File: config.mk
export PLATFORM = sky130hd
export DESIGN_NAME = input_combo_sequence_detector_core
export DESIGN_NICKNAME = d
export VERILOG_FILES = /design/src/sv/icsd_pkg.sv /design/src/sv/icsd_cfg.sv /design/src/sv/icsd_core.sv /design/src/sv/input_combo_sequence_detector_core.sv
export SDC_FILE = /design/constraint.sdc
export NUM_CORES = 1
export LEC_CHECK = 0
export BUFFER_PORTS_ARGS = -buffer_cell sky130_fd_sc_hd__buf_4
export CORE_MARGIN = 2
export CORE_UTILIZATION = 62
export DETAILED_ROUTE_END_ITERATION = 7
export HOLD_SLACK_MARGIN = 0.02
export PLACE_DENSITY = 0.86
export RECOVER_POWER = 100
export SETUP_SLACK_MARGIN = 0.15
export SYNTH_ARGS = -nofsm -noshare
export SYNTH_HDL_FRONTEND = slang
export SYNTH_HIERARCHICAL = 1
export SYNTH_SLANG_ARGS = --single-unit
File: constraint.sdc
create_clock -name clk -period 14.95 [get_ports clk]
set_input_delay 2.99 -clock clk [delete_from_list [all_inputs] [get_ports clk]]
set_output_delay 2.99 -clock clk [all_outputs]
set_load 0.05 [all_outputs]
File: src/sv/icsd_pkg.sv
// Shared types, constants and key-matching functions for the combo sequence detector.
// Used by icsd_cfg, icsd_core and input_combo_sequence_detector_core.
`timescale 1ns / 1ps
`default_nettype none

package icsd_pkg;

  localparam int MAX_KEYS  = 4;
  localparam int TIME_BITS = 32;
  localparam int IDX_W     = 2;
  localparam int KEY_W     = 14;
  localparam int THR_W     = 12;

  localparam logic [15:0] HOLDOFF_RESET = 16'd500;
  localparam logic [TIME_BITS-1:0] TIME_START = TIME_BITS'(0) - TIME_BITS'(HOLDOFF_RESET);

  localparam logic [1:0] DEV_LIGHT   = 2'd0;
  localparam logic [1:0] DEV_BUTTON  = 2'd1;
  localparam logic [1:0] DEV_ENCODER = 2'd2;

  localparam logic [1:0] MOVE_LEFT  = 2'd1;
  localparam logic [1:0] MOVE_RIGHT = 2'd2;

  // register indexes (byte address / 4)
  localparam logic [2:0] REG_SEQ_LEN   = 3'd0;
  localparam logic [2:0] REG_KEY0      = 3'd1;
  localparam logic [2:0] REG_KEY1      = 3'd2;
  localparam logic [2:0] REG_KEY2      = 3'd3;
  localparam logic [2:0] REG_KEY3      = 3'd4;
  localparam logic [2:0] REG_HOLDOFF   = 3'd5;
  localparam logic [2:0] REG_LIGHT_MIN = 3'd6;

  typedef struct packed {
    logic [2:0]                        sequence_length;
    logic [MAX_KEYS-1:0][KEY_W-1:0]    key_word;
    logic [15:0]                       holdoff_ms;
    logic [THR_W-1:0]                  light_minimum;
  } icsd_cfg_t;

  typedef struct packed {
    logic                 clear_status;
    logic                 button_press;
    logic [1:0]           encoder_move;
    logic [THR_W-1:0]     light_sample;
    logic [TIME_BITS-1:0] now_ms;
  } icsd_item_t;

  typedef struct packed {
    logic             combo_flag;
    logic [IDX_W-1:0] position;
    logic [1:0]       completions;
  } icsd_result_t;

  typedef struct packed {
    logic             done;
    logic [IDX_W-1:0] idx;
  } icsd_adv_t;

  function automatic logic key_hit(input logic [KEY_W-1:0] w, input logic [1:0] dev,
                                   input logic [THR_W-1:0] val);
    return (w[13:12] == dev) && (val >= w[THR_W-1:0]);
  endfunction

  // Index of the last active key: length clamped to 1..MAX_KEYS, minus one.
  function automatic logic [IDX_W-1:0] active_last(input logic [2:0] len);
    logic [IDX_W-1:0] r;
    if (len == 3'd0) begin
      r = '0;
    end else if (32'(len) > MAX_KEYS) begin
      r = IDX_W'(MAX_KEYS - 1);
    end else begin
      r = IDX_W'(len - 3'd1);
    end
    return r;
  endfunction

  // One event against the expected key; a miss retries once at the first key.
  function automatic icsd_adv_t key_step(input logic [IDX_W-1:0] idx,
                                         input logic [IDX_W-1:0] last,
                                         input logic [1:0] dev,
                                         input logic [THR_W-1:0] val,
                                         input logic [MAX_KEYS-1:0][KEY_W-1:0] keys);
    logic             hit;
    logic [IDX_W-1:0] i;
    icsd_adv_t        r;
    i   = idx;
    hit = key_hit(keys[i], dev, val);
    if (!hit) begin
      i   = '0;
      hit = key_hit(keys[0], dev, val);
    end
    r.done = 1'b0;
    r.idx  = i;
    if (hit) begin
      if (i >= last) begin
        r.done = 1'b1;
      end else begin
        r.idx = i + IDX_W'(1);
      end
    end
    return r;
  endfunction

endpackage

`default_nettype wire

File: src/sv/icsd_cfg.sv
// APB-style configuration register file for the combo sequence detector.
// Depends on icsd_pkg for register indexes and the configuration struct.
`timescale 1ns / 1ps
`default_nettype none

module icsd_cfg (
  input  wire logic                clk,
  input  wire logic                rst,
  input  wire logic                psel,
  input  wire logic                penable,
  input  wire logic                pwrite,
  input  wire logic [4:0]          paddr,
  input  wire logic [31:0]         pwdata,
  output logic      [31:0]         prdata,
  output logic                     pready,
  output icsd_pkg::icsd_cfg_t      cfg
);
  import icsd_pkg::*;

  logic       wr;
  logic [2:0] idx;

  assign pready = 1'b1;
  assign idx    = paddr[4:2];
  assign wr     = psel && penable && pwrite && pready;

  always_ff @(posedge clk) begin
    if (rst) begin
      cfg.sequence_length <= 3'd3;
      cfg.key_word[0]     <= KEY_W'(8193);
      cfg.key_word[1]     <= KEY_W'(4096);
      cfg.key_word[2]     <= KEY_W'(8194);
      cfg.key_word[3]     <= KEY_W'(0);
      cfg.holdoff_ms      <= HOLDOFF_RESET;
      cfg.light_minimum   <= THR_W'(1000);
    end else if (wr) begin
      unique case (idx)
        REG_SEQ_LEN:   cfg.sequence_length <= pwdata[2:0];
        REG_KEY0:      cfg.key_word[0]     <= pwdata[KEY_W-1:0];
        REG_KEY1:      cfg.key_word[1]     <= pwdata[KEY_W-1:0];
        REG_KEY2:      cfg.key_word[2]     <= pwdata[KEY_W-1:0];
        REG_KEY3:      cfg.key_word[3]     <= pwdata[KEY_W-1:0];
        REG_HOLDOFF:   cfg.holdoff_ms      <= pwdata[15:0];
        REG_LIGHT_MIN: cfg.light_minimum   <= pwdata[THR_W-1:0];
        default: ;
      endcase
    end
  end

  always_comb begin
    unique case (idx)
      REG_SEQ_LEN:   prdata = {29'd0, cfg.sequence_length};
      REG_KEY0:      prdata = {18'd0, cfg.key_word[0]};
      REG_KEY1:      prdata = {18'd0, cfg.key_word[1]};
      REG_KEY2:      prdata = {18'd0, cfg.key_word[2]};
      REG_KEY3:      prdata = {18'd0, cfg.key_word[3]};
      REG_HOLDOFF:   prdata = {16'd0, cfg.holdoff_ms};
      REG_LIGHT_MIN: prdata = {20'd0, cfg.light_minimum};
      default:       prdata = 32'd0;
    endcase
  end

endmodule

`default_nettype wire

File: src/sv/icsd_core.sv
// Detector state and the combinational step: hold-off checks and key matching.
// Depends on icsd_pkg for types and the key_step function.
`timescale 1ns / 1ps
`default_nettype none

module icsd_core (
  input  wire logic                 clk,
  input  wire logic                 rst,
  input  wire logic                 en,
  input  wire icsd_pkg::icsd_cfg_t  cfg,
  input  wire icsd_pkg::icsd_item_t item,
  output icsd_pkg::icsd_result_t    result
);
  import icsd_pkg::*;

  logic [TIME_BITS-1:0] light_last_time, light_last_time_next;
  logic [TIME_BITS-1:0] encoder_last_time, encoder_last_time_next;
  logic [TIME_BITS-1:0] button_last_time, button_last_time_next;
  logic [1:0]           pending_direction, pending_direction_next;
  logic                 pending_button, pending_button_next;
  logic [IDX_W-1:0]     key_index, key_index_next;
  logic                 sticky_done, sticky_done_next;

  logic [IDX_W-1:0]     last;
  logic [IDX_W-1:0]     idx0;
  logic [1:0]           dir;
  logic                 btn;
  logic                 light_ev, enc_ev, btn_ev;
  logic [TIME_BITS-1:0] holdoff;
  icsd_adv_t            a_light, a_enc, a_btn;
  logic [IDX_W-1:0]     i1, i2, i3;
  logic [1:0]           done;

  assign last    = active_last(cfg.sequence_length);
  assign holdoff = TIME_BITS'(cfg.holdoff_ms);

  always_comb begin
    idx0 = (key_index > last) ? '0 : key_index;
    dir  = (item.encoder_move == MOVE_LEFT || item.encoder_move == MOVE_RIGHT) ?
           item.encoder_move : pending_direction;
    btn  = pending_button | item.button_press;

    // wrapping elapsed-time checks, all three in parallel
    light_ev = ((item.now_ms - light_last_time) >= holdoff) &&
               (item.light_sample > cfg.light_minimum);
    enc_ev   = ((item.now_ms - encoder_last_time) >= holdoff) && (dir != 2'd0);
    btn_ev   = ((item.now_ms - button_last_time) >= holdoff) && btn;

    a_light = key_step(idx0, last, DEV_LIGHT, item.light_sample, cfg.key_word);
    i1      = light_ev ? a_light.idx : idx0;
    a_enc   = key_step(i1, last, DEV_ENCODER, {{(THR_W-2){1'b0}}, dir}, cfg.key_word);
    i2      = enc_ev ? a_enc.idx : i1;
    a_btn   = key_step(i2, last, DEV_BUTTON, '0, cfg.key_word);
    i3      = btn_ev ? a_btn.idx : i2;

    done = 2'({1'b0, light_ev & a_light.done} + {1'b0, enc_ev & a_enc.done}
              + {1'b0, btn_ev & a_btn.done});

    light_last_time_next   = light_ev ? item.now_ms : light_last_time;
    encoder_last_time_next = enc_ev ? item.now_ms : encoder_last_time;
    button_last_time_next  = btn_ev ? item.now_ms : button_last_time;
    pending_direction_next = enc_ev ? 2'd0 : dir;
    pending_button_next    = btn_ev ? 1'b0 : btn;
    key_index_next         = i3;

    result.completions = done;
    result.position    = i3;
    result.combo_flag  = sticky_done | (done != 2'd0);
    sticky_done_next   = result.combo_flag & ~item.clear_status;
  end

  always_ff @(posedge clk) begin
    if (rst) begin
      light_last_time   <= TIME_START;
      encoder_last_time <= TIME_START;
      button_last_time  <= TIME_START;
      pending_direction <= 2'd0;
      pending_button    <= 1'b0;
      key_index         <= '0;
      sticky_done       <= 1'b0;
    end else if (en) begin
      light_last_time   <= light_last_time_next;
      encoder_last_time <= encoder_last_time_next;
      button_last_time  <= button_last_time_next;
      pending_direction <= pending_direction_next;
      pending_button    <= pending_button_next;
      key_index         <= key_index_next;
      sticky_done       <= sticky_done_next;
    end
  end

  a_pos_in_range: assert property (@(posedge clk) disable iff (rst)
    en |=> (key_index <= $past(last)))
    else $error("position beyond last active key");

  a_done_sets_flag: assert property (@(posedge clk) disable iff (rst)
    en && (done != 2'd0) && !item.clear_status |=> sticky_done)
    else $error("completion did not set sticky flag");

  a_hold_when_idle: assert property (@(posedge clk) disable iff (rst)
    !en |=> $stable(key_index) && $stable(sticky_done) && $stable(pending_button))
    else $error("state changed without a request");

  a_pending_dir_valid: assert property (@(posedge clk) disable iff (rst)
    pending_direction != 2'd3)
    else $error("pending direction holds code three");

endmodule

`default_nettype wire

File: src/sv/input_combo_sequence_detector_core.sv
// Input combo sequence detector: one result per polling request.
//
// Channels: slave stream s_* carries a polling request (time stamp, light
// sample, encoder move, button press, clear); master stream m_* returns
// completions, key position and the sticky combo flag. Keys, sequence
// length, hold-off and light minimum sit in an APB register file; the user
// must write it only while no request is in flight; it is not checked.
// An accepted request is held in the input register, stepped
// combinationally in icsd_core and stored in the result register on m_*.
// Throughput: one request per cycle while m_* does not stall; the input
// register, the step in icsd_core and the output register move together.
// Reset: registers take their defaults, the three last-event times start at
// zero minus 500 ms, pending events, position and flag clear.
// Stall: while m_tready is low with a result held, the pipeline freezes;
// s_tready stays high only while the input register is empty.
// Depends on icsd_pkg, icsd_cfg and icsd_core.
`timescale 1ns / 1ps
`default_nettype none

module input_combo_sequence_detector_core (
  input  wire logic        clk,
  input  wire logic        rst,
  input  wire logic        s_tvalid,
  output logic             s_tready,
  // [31:0] now_ms, [43:32] light_sample, [45:44] encoder_move,
  // [46] button_press, [47] clear_status
  input  wire logic [47:0] s_tdata,
  output logic             m_tvalid,
  input  wire logic        m_tready,
  // [1:0] completions, [3:2] position, [4] combo_flag, [7:5] zero
  output logic      [7:0]  m_tdata,
  input  wire logic        psel,
  input  wire logic        penable,
  input  wire logic        pwrite,
  input  wire logic [4:0]  paddr,
  input  wire logic [31:0] pwdata,
  output logic      [31:0] prdata,
  output logic             pready
);
  import icsd_pkg::*;

  icsd_cfg_t    cfg;
  icsd_item_t   item;
  icsd_result_t result;
  logic         item_valid;
  logic         adv;
  logic         step;

  icsd_cfg u_cfg (
    .clk     (clk),
    .rst     (rst),
    .psel    (psel),
    .penable (penable),
    .pwrite  (pwrite),
    .paddr   (paddr),
    .pwdata  (pwdata),
    .prdata  (prdata),
    .pready  (pready),
    .cfg     (cfg)
  );

  icsd_core u_core (
    .clk    (clk),
    .rst    (rst),
    .en     (step),
    .cfg    (cfg),
    .item   (item),
    .result (result)
  );

  assign adv      = !m_tvalid || m_tready;
  assign step     = item_valid && adv;
  assign s_tready = !item_valid || adv;

  always_ff @(posedge clk) begin
    if (rst) begin
      item_valid <= 1'b0;
      m_tvalid   <= 1'b0;
    end else begin
      if (s_tready) begin
        item_valid <= s_tvalid;
      end
      if (adv) begin
        m_tvalid <= item_valid;
      end
    end
  end

  always_ff @(posedge clk) begin
    if (s_tready && s_tvalid) begin
      item.now_ms       <= s_tdata[31:0];
      item.light_sample <= s_tdata[43:32];
      item.encoder_move <= s_tdata[45:44];
      item.button_press <= s_tdata[46];
      item.clear_status <= s_tdata[47];
    end
    if (step) begin
      m_tdata <= {3'd0, result.combo_flag, result.position, result.completions};
    end
  end

endmodule

`default_nettype wire

==> results of run 1 <==
[cells by family (layout without fill, tap and decap cells)]
family / after synthesis / in the layout / share of synthesized area, %
AO/OA/AOI/OAI: 563 / 563 / 20.3
buffers and inverters: 298 / 331 / 6.62
other: 3 / 20 / 0.0596
adder cells (fa/ha/maj): 195 / 195 / 13.1
multiplexers: 162 / 162 / 8.69
flip-flops: 244 / 244 / 28.7
AND/OR/NAND/NOR: 752 / 752 / 20.0
XOR/XNOR: 56 / 56 / 2.60
[registers in the layout, summed over array words and instances, names as in the netlist]
signal / cells
u_cfg/cfg: 87
u_core/pending_button: 1
u_core/encoder_last_time: 32
m_tdata: 5
item_valid: 1
u_core/key_index: 2
u_core/sticky_done: 1
item: 48
u_core/pending_direction: 2
m_tvalid: 1
u_core/light_last_time: 32
u_core/button_last_time: 32
[worst max-delay path, delay by kind of cell (launching register included)]
family                     cells  cell delay (ns)
buffers and inverters          3             0.65
AOI/OAI and AO/OA             15             3.39
adders and majority gates      9             3.03
and+or+nand+nor               20             4.66
DFF                            1             0.36
muxes                          3             0.66
[final cells by class]
cell class              count  area, um2
clock buffers              37        817
clock inverters            13        149
fillers                  2475       9330
inverters                 178        668
multi-input cells        1748      12300
flip-flops and latches    244       5420
well taps                 390        488
repair buffers            103        672
[layer usage]
metal | vias to the layer above | global-route usage (%) | wire [um]
li1 | 8271 | - | -
met1 | 8146 | 45.0 | 23700
met2 | 710 | 51.9 | 23400
met3 | 125 | 3.22 | 3770
met4 | 0 | 10.9 | 1800
met5 | - | 0 | 0
[report_power, final]
group / internal (mW) / switching [mW]
Combinational: 0.184 / 0.291
Clock: 0.422 / 0.299
Sequential: 0.700 / 0.0215
Total: 1.31 / 0.612
[worst max-delay path by stage]
stage | end | slack [ns] | cells past startpoint
2_1_floorplan | u_core/sticky_done | 4.21 | 51
3_3_place_gp | u_core/sticky_done | 3.05 | 50
3_5_place_dp | u_core/sticky_done | 2.88 | 50
4_1_cts | u_core/sticky_done | 2.83 | 50
5_1_grt | u_core/sticky_done | 1.34 | 50
6_report | u_core/sticky_done | 2.07 | 50
[through the flow]
stage / cell area, um2 / std cells
global route: 20500 / 2713
floorplan: 19000 / 2290
CTS: 20600 / 2713
finish: 20500 / 2713
detailed placement: 19600 / 2663
global placement: 19600 / 2663
[cells in the mapped netlist, types with 9 or more instances]
cell and number:
nand2_1 215, xnor2_1 33, mux2i_1 146, a221oi_1 14
and3_1 14, nor2b_1 28, nor4_1 21, nor3_1 32
o21ai_0 94, edfxtp_1 53, buf_4 24, nand4_1 31
nand2b_1 102, clkbuf_1 74, a31oi_1 18, nor2_1 168
a21oi_1 142, o211ai_1 75, mux2_2 16, a21o_1 31
inv_1 177, and2_1 10, o2111ai_1 9, o21a_1 32
a211oi_1 22, buf_2 15, dfxtp_1 191, ha_1 190
nor3b_1 9, xor2_1 23, nand3_1 57, o221ai_1 11
a211o_1 9
[placed cells by master (no fill, tap or decap), drive strengths merged, types with 12 or more instances in the layout]
cell,count
a31oi,19
xnor2,33
nor2b,28
nand2,217
a21o,33
a221oi,15
o211ai,75
nand2b,103
nand4,32
mux2,16
o21a,32
and2,15
o221ai,12
ha,190
and3,15
xor2,23
nor4,21
a211oi,23
dfxtp,191
inv,181
buf,27
conb,20
nor3,32
a21oi,143
edfxtp,53
mux2i,146
clkbuf,113
nand3,57
o21ai,95
nor2,169
==> impl_metrics.toml, run 1 <==
[min_path]
hold_end = "u_core/light_last_time[7]"
holdPathStages = 2
min_path_type = "register to register"
holdCritStartpoint = "u_core/light_last_time[7]"

[power]
cellPowerDensity_mw_per_mm2 = 93.7
power.total_mw = 1.92
ir_drop_mv = 0.0923
leakagePower_nw = 9.23

[grt]
grt_max_degree = 96
grt_util_all_layers_pct = 32.2
grt_pass1_vias = 15700
overflow = 0
grt_pass1_wl_um = 82200
antenna_found_initial = 0

[clock_network]
max-clock-path-buffers = 3
cts_sinks = 244
cts_setup_buffers = 0
worstSkewPairLatency_ns = 0.58
cts_resized = 0
htree_levels = 1
hold_buffers = 0
clkTransAtPathRegs_ns = 0.06
cts_tree = "done"
cts_root_buffer = "clkbuf_16"
cts_buffers = 27

[critical_path]
r2r-end = "u_core/sticky_done"
critical_path_required_ns = 15.40
worst_ep_arrival_time_ns = 13.33
path_common_cell = "ha_1"
ff2ff_path_depth = 50
worstSetupPathType = "register to register"
cpMaxStageDelayCell = "and2_0"
start_kind = "register"
r2r_start = "u_cfg/cfg[84]"
critPathMaxFanout = 14
slowest_delay_ns = 0.81
setup.worst_path.start = "u_cfg/cfg[84]"
rrSetupSlack_ns = 2.07
end_kind = "register"

[flow_run]
cap_viol_max_count = 7

[timing]
hold_slack_ns = 0.456
maxSlewHeadroom_pct = -131
finalCritPeriodShare_pct = 86.2
setup_ws_ns = 2.07
slew_violations = 374
tns_ns = 0
fmax_mhz = 77.6
finalHoldViolCount = 0
worst_slew_pin_slew_ns = 3.47
setup_viol = 0
finalClockSkew_ns = 0.0258
period_needed_ns = 12.88
rsz0062_at_grt = "no"

[floorplan]
dieArea_mm2 = 0.0319
start_util_pct = 63.4
rows = 63
die_h_um = 179
die_w_um = 179
ios = 135
core_area_mm2 = 0.0298

[synthesis]
ys_types = 103
async_reset_ff_share_pct = 0
synth_ff_type = "dfxtp_1"
yosys.area.top_type_share_pct = 20.2
synth-edff-count = 53
synthesis.area_mm2 = 0.0189
synthCells = 2273
synth_top_area_cell = "dfxtp_1"
synth_area_leaders = "dfxtp_1 (20%), ha_1 (13%), edfxtp_1 (8.4%)"
ys_warn_count = 6
synth_seq_cells = 244
ys_seq_area_share_pct = 28.7
avgSynthCellArea_um2 = 8.31

[routing]
drc = 0
vias = 17300
wl_per_cell_um = 19.4
ant_nets = 0
routed_wl_um = 52700
drt_iter0_markers = 1814
drt_first_pass_iters = 5
viasPerCell = 6.36

[layout]
final_layout_size_suffix_gt1_share_pct = 7.62
syn_to_final_growth_pct = 8.33
antenna_cells = 0
finalNetCount = 2588
final_util_pct = 68.7

[place]
dpl_worst_slack_ns = 2.88
io_buffer_count = 96
place_congestion = 0.959
place_hpwl_um = 39800

[status]
violations = "capacitance limit, slew limit"
status = "finished with violations"
Note: power is estimated with default switching activity, not from simulation.
==> inputs of run 2 (changes only) <==
==> constraint.sdc (replaced) <==
create_clock -name clk -period 14.8 [get_ports clk]
set_input_delay 2.96 -clock clk [delete_from_list [all_inputs] [get_ports clk]]
set_output_delay 2.96 -clock clk [all_outputs]
set_load 0.05 [all_outputs]
==> run 2 against run 1 <==
Compared with the run above:
- the flow still finishes with violations (capacitance limit, slew limit)
- fmax down 1.2%
- worst hold slack better by 0.0035 ns
- sequential cell count unchanged
- utilization down 0.20 points
- cell count unchanged
- clock skew down 0.0086 ns
- first-iteration DRC count down 15%
- sequential power up 1%
==> impl_metrics.toml, run 2 (same netlist as run 1, synthesis figures left out) <==
[layout]
syn_to_final_growth_pct = 8.01
top_regs = "u_cfg/cfg x87, item x48"
final_layout_size_suffix_gt1_share_pct = 7.23
largest_reg_flops = 87
final_common_cell = "nand2_1"
layout_common_cells = "nand2_1 (216), dfxtp_1 (191), ha_1 (190)"
antenna_cells = 0
finalNetCount = 2589
top_register = "u_cfg/cfg"

[clock_network]
hold_buffers = 0
max-clock-path-buffers = 3
cts_resized = 0
worstSkewPairLatency_ns = 0.57
clkTransAtPathRegs_ns = 0.06
cts_sinks = 244
htree_levels = 1
cts_buffers = 28
cts_setup_buffers = 0
cts_tree = "done"
cts_root_buffer = "clkbuf_16"

[power]
ir_drop_mv = 0.105
leakagePower_nw = 9.19
cellPowerDensity_mw_per_mm2 = 93.0

[floorplan]
rows = 63
start_util_pct = 63.4
die_h_um = 179
die_w_um = 179
ios = 135
dieArea_mm2 = 0.0319
core_area_mm2 = 0.0298

[grt]
overflow = 0
grt_max_degree = 97
grt_pass1_wl_um = 83800
grt_util_all_layers_pct = 33.0
grt_pass1_vias = 16100
antenna_found_initial = 0

[critical_path]
worst_ep_arrival_time_ns = 13.49
slowest_delay_ns = 0.81
critical_path_required_ns = 15.25
end_kind = "register"
start_kind = "register"
path_common_cell = "ha_1"
critPathMaxFanout = 14
worstSetupPathType = "register to register"
cpMaxStageDelayCell = "and2_0"

[routing]
drc = 0
ant_nets = 0
vias = 17300
drt_iter0_markers = 1540
routed_wl_um = 53300
wl_per_cell_um = 19.6
viasPerCell = 6.38
drt_first_pass_iters = 6

[timing]
finalClockSkew_ns = 0.0171
tns_ns = 0
rsz0062_at_grt = "no"
worst_slew_pin_slew_ns = 3.72
period_needed_ns = 13.03
fmax_mhz = 76.7
hold_slack_ns = 0.460
setup_viol = 0
finalCritPeriodShare_pct = 88.1
slew_violations = 374
maxSlewHeadroom_pct = -148
finalHoldViolCount = 0

[flow_run]
cap_viol_max_count = 7

[status]
violations = "capacitance limit, slew limit"
status = "finished with violations"

[place]
place_congestion = 0.981
io_buffer_count = 96
place_hpwl_um = 40400

[min_path]
min_path_type = "register to register"
-- run 2: changes by cell type in the layout (fill, tap and decap cells not counted), moves of 2 or more --
cell / before / now
clkbuf_8: 4 / 7
clkinv_2: 4 / 1
bufinv_16: 2 / 0
clkbuf_1: 30 / 38
clkinv_4: 3 / 0
-- run 2: critical path, delay by kind of cell (launching register included) --
family                     cells  cell delay (ns)
AOI/OAI and AO/OA             15             3.38
buffers and inverters          3             0.71
adders and majority gates      9             3.07
and+or+nand+nor               20             4.68
muxes                          3             0.66
DFF                            1             0.38
-- run 2: area by class of cell --
cell class	count	area (um2)
repair buffers	103	672
flip-flops and latches	244	5420
clock buffers	48	888
well taps	390	488
multi-input cells	1748	12300
clock inverters	2	21.3
fillers	2480	9390
inverters	178	668
-- run 2: layer usage --
layer	up-vias	wire (um)	GRT usage [%]
met4	0	2030	12.2
met5	-	0	0
met2	723	23700	52.3
met1	8196	23000	45.3
li1	8274	-	-
met3	128	4570	5.31
-- run 2: report_power, final --
group          internal [mW]  switching [mW]  total (mW)
logic                  0.187           0.298       0.485
registers              0.707          0.0219       0.729
clock network          0.404           0.280       0.684
-- run 2: through the flow --
| stage | cells | setup slack, ns | power [mW] | cell area (um2) | utilization (%) |
|---|---|---|---|---|---|
| after floorplan | 2290 | 4.06 | 1.10 | 19000 | - |
| after global placement | 2663 | 2.85 | 1.20 | 19600 | 65.9 |
| after detailed placement | 2663 | 2.60 | 1.22 | 19600 | 65.9 |
| after CTS | 2713 | 2.58 | 1.90 | 20600 | 69.0 |
| after global routing | 2713 | 1.03 | 1.98 | 20400 | 68.5 |
| final | 2713 | 1.77 | 1.90 | 20400 | 68.5 |
-- run 2: path summary, 6_finish.rpt --
check,cells after the start,startpoint,slack (ns),endpoint
max,50,u_cfg/cfg[84],1.77,u_core/sticky_done
min,2,u_core/light_last_time[4],0.46,u_core/light_last_time[4]
max reg2reg,50,u_cfg/cfg[84],1.77,u_core/sticky_done
min reg2reg,2,u_core/light_last_time[4],0.46,u_core/light_last_time[4]
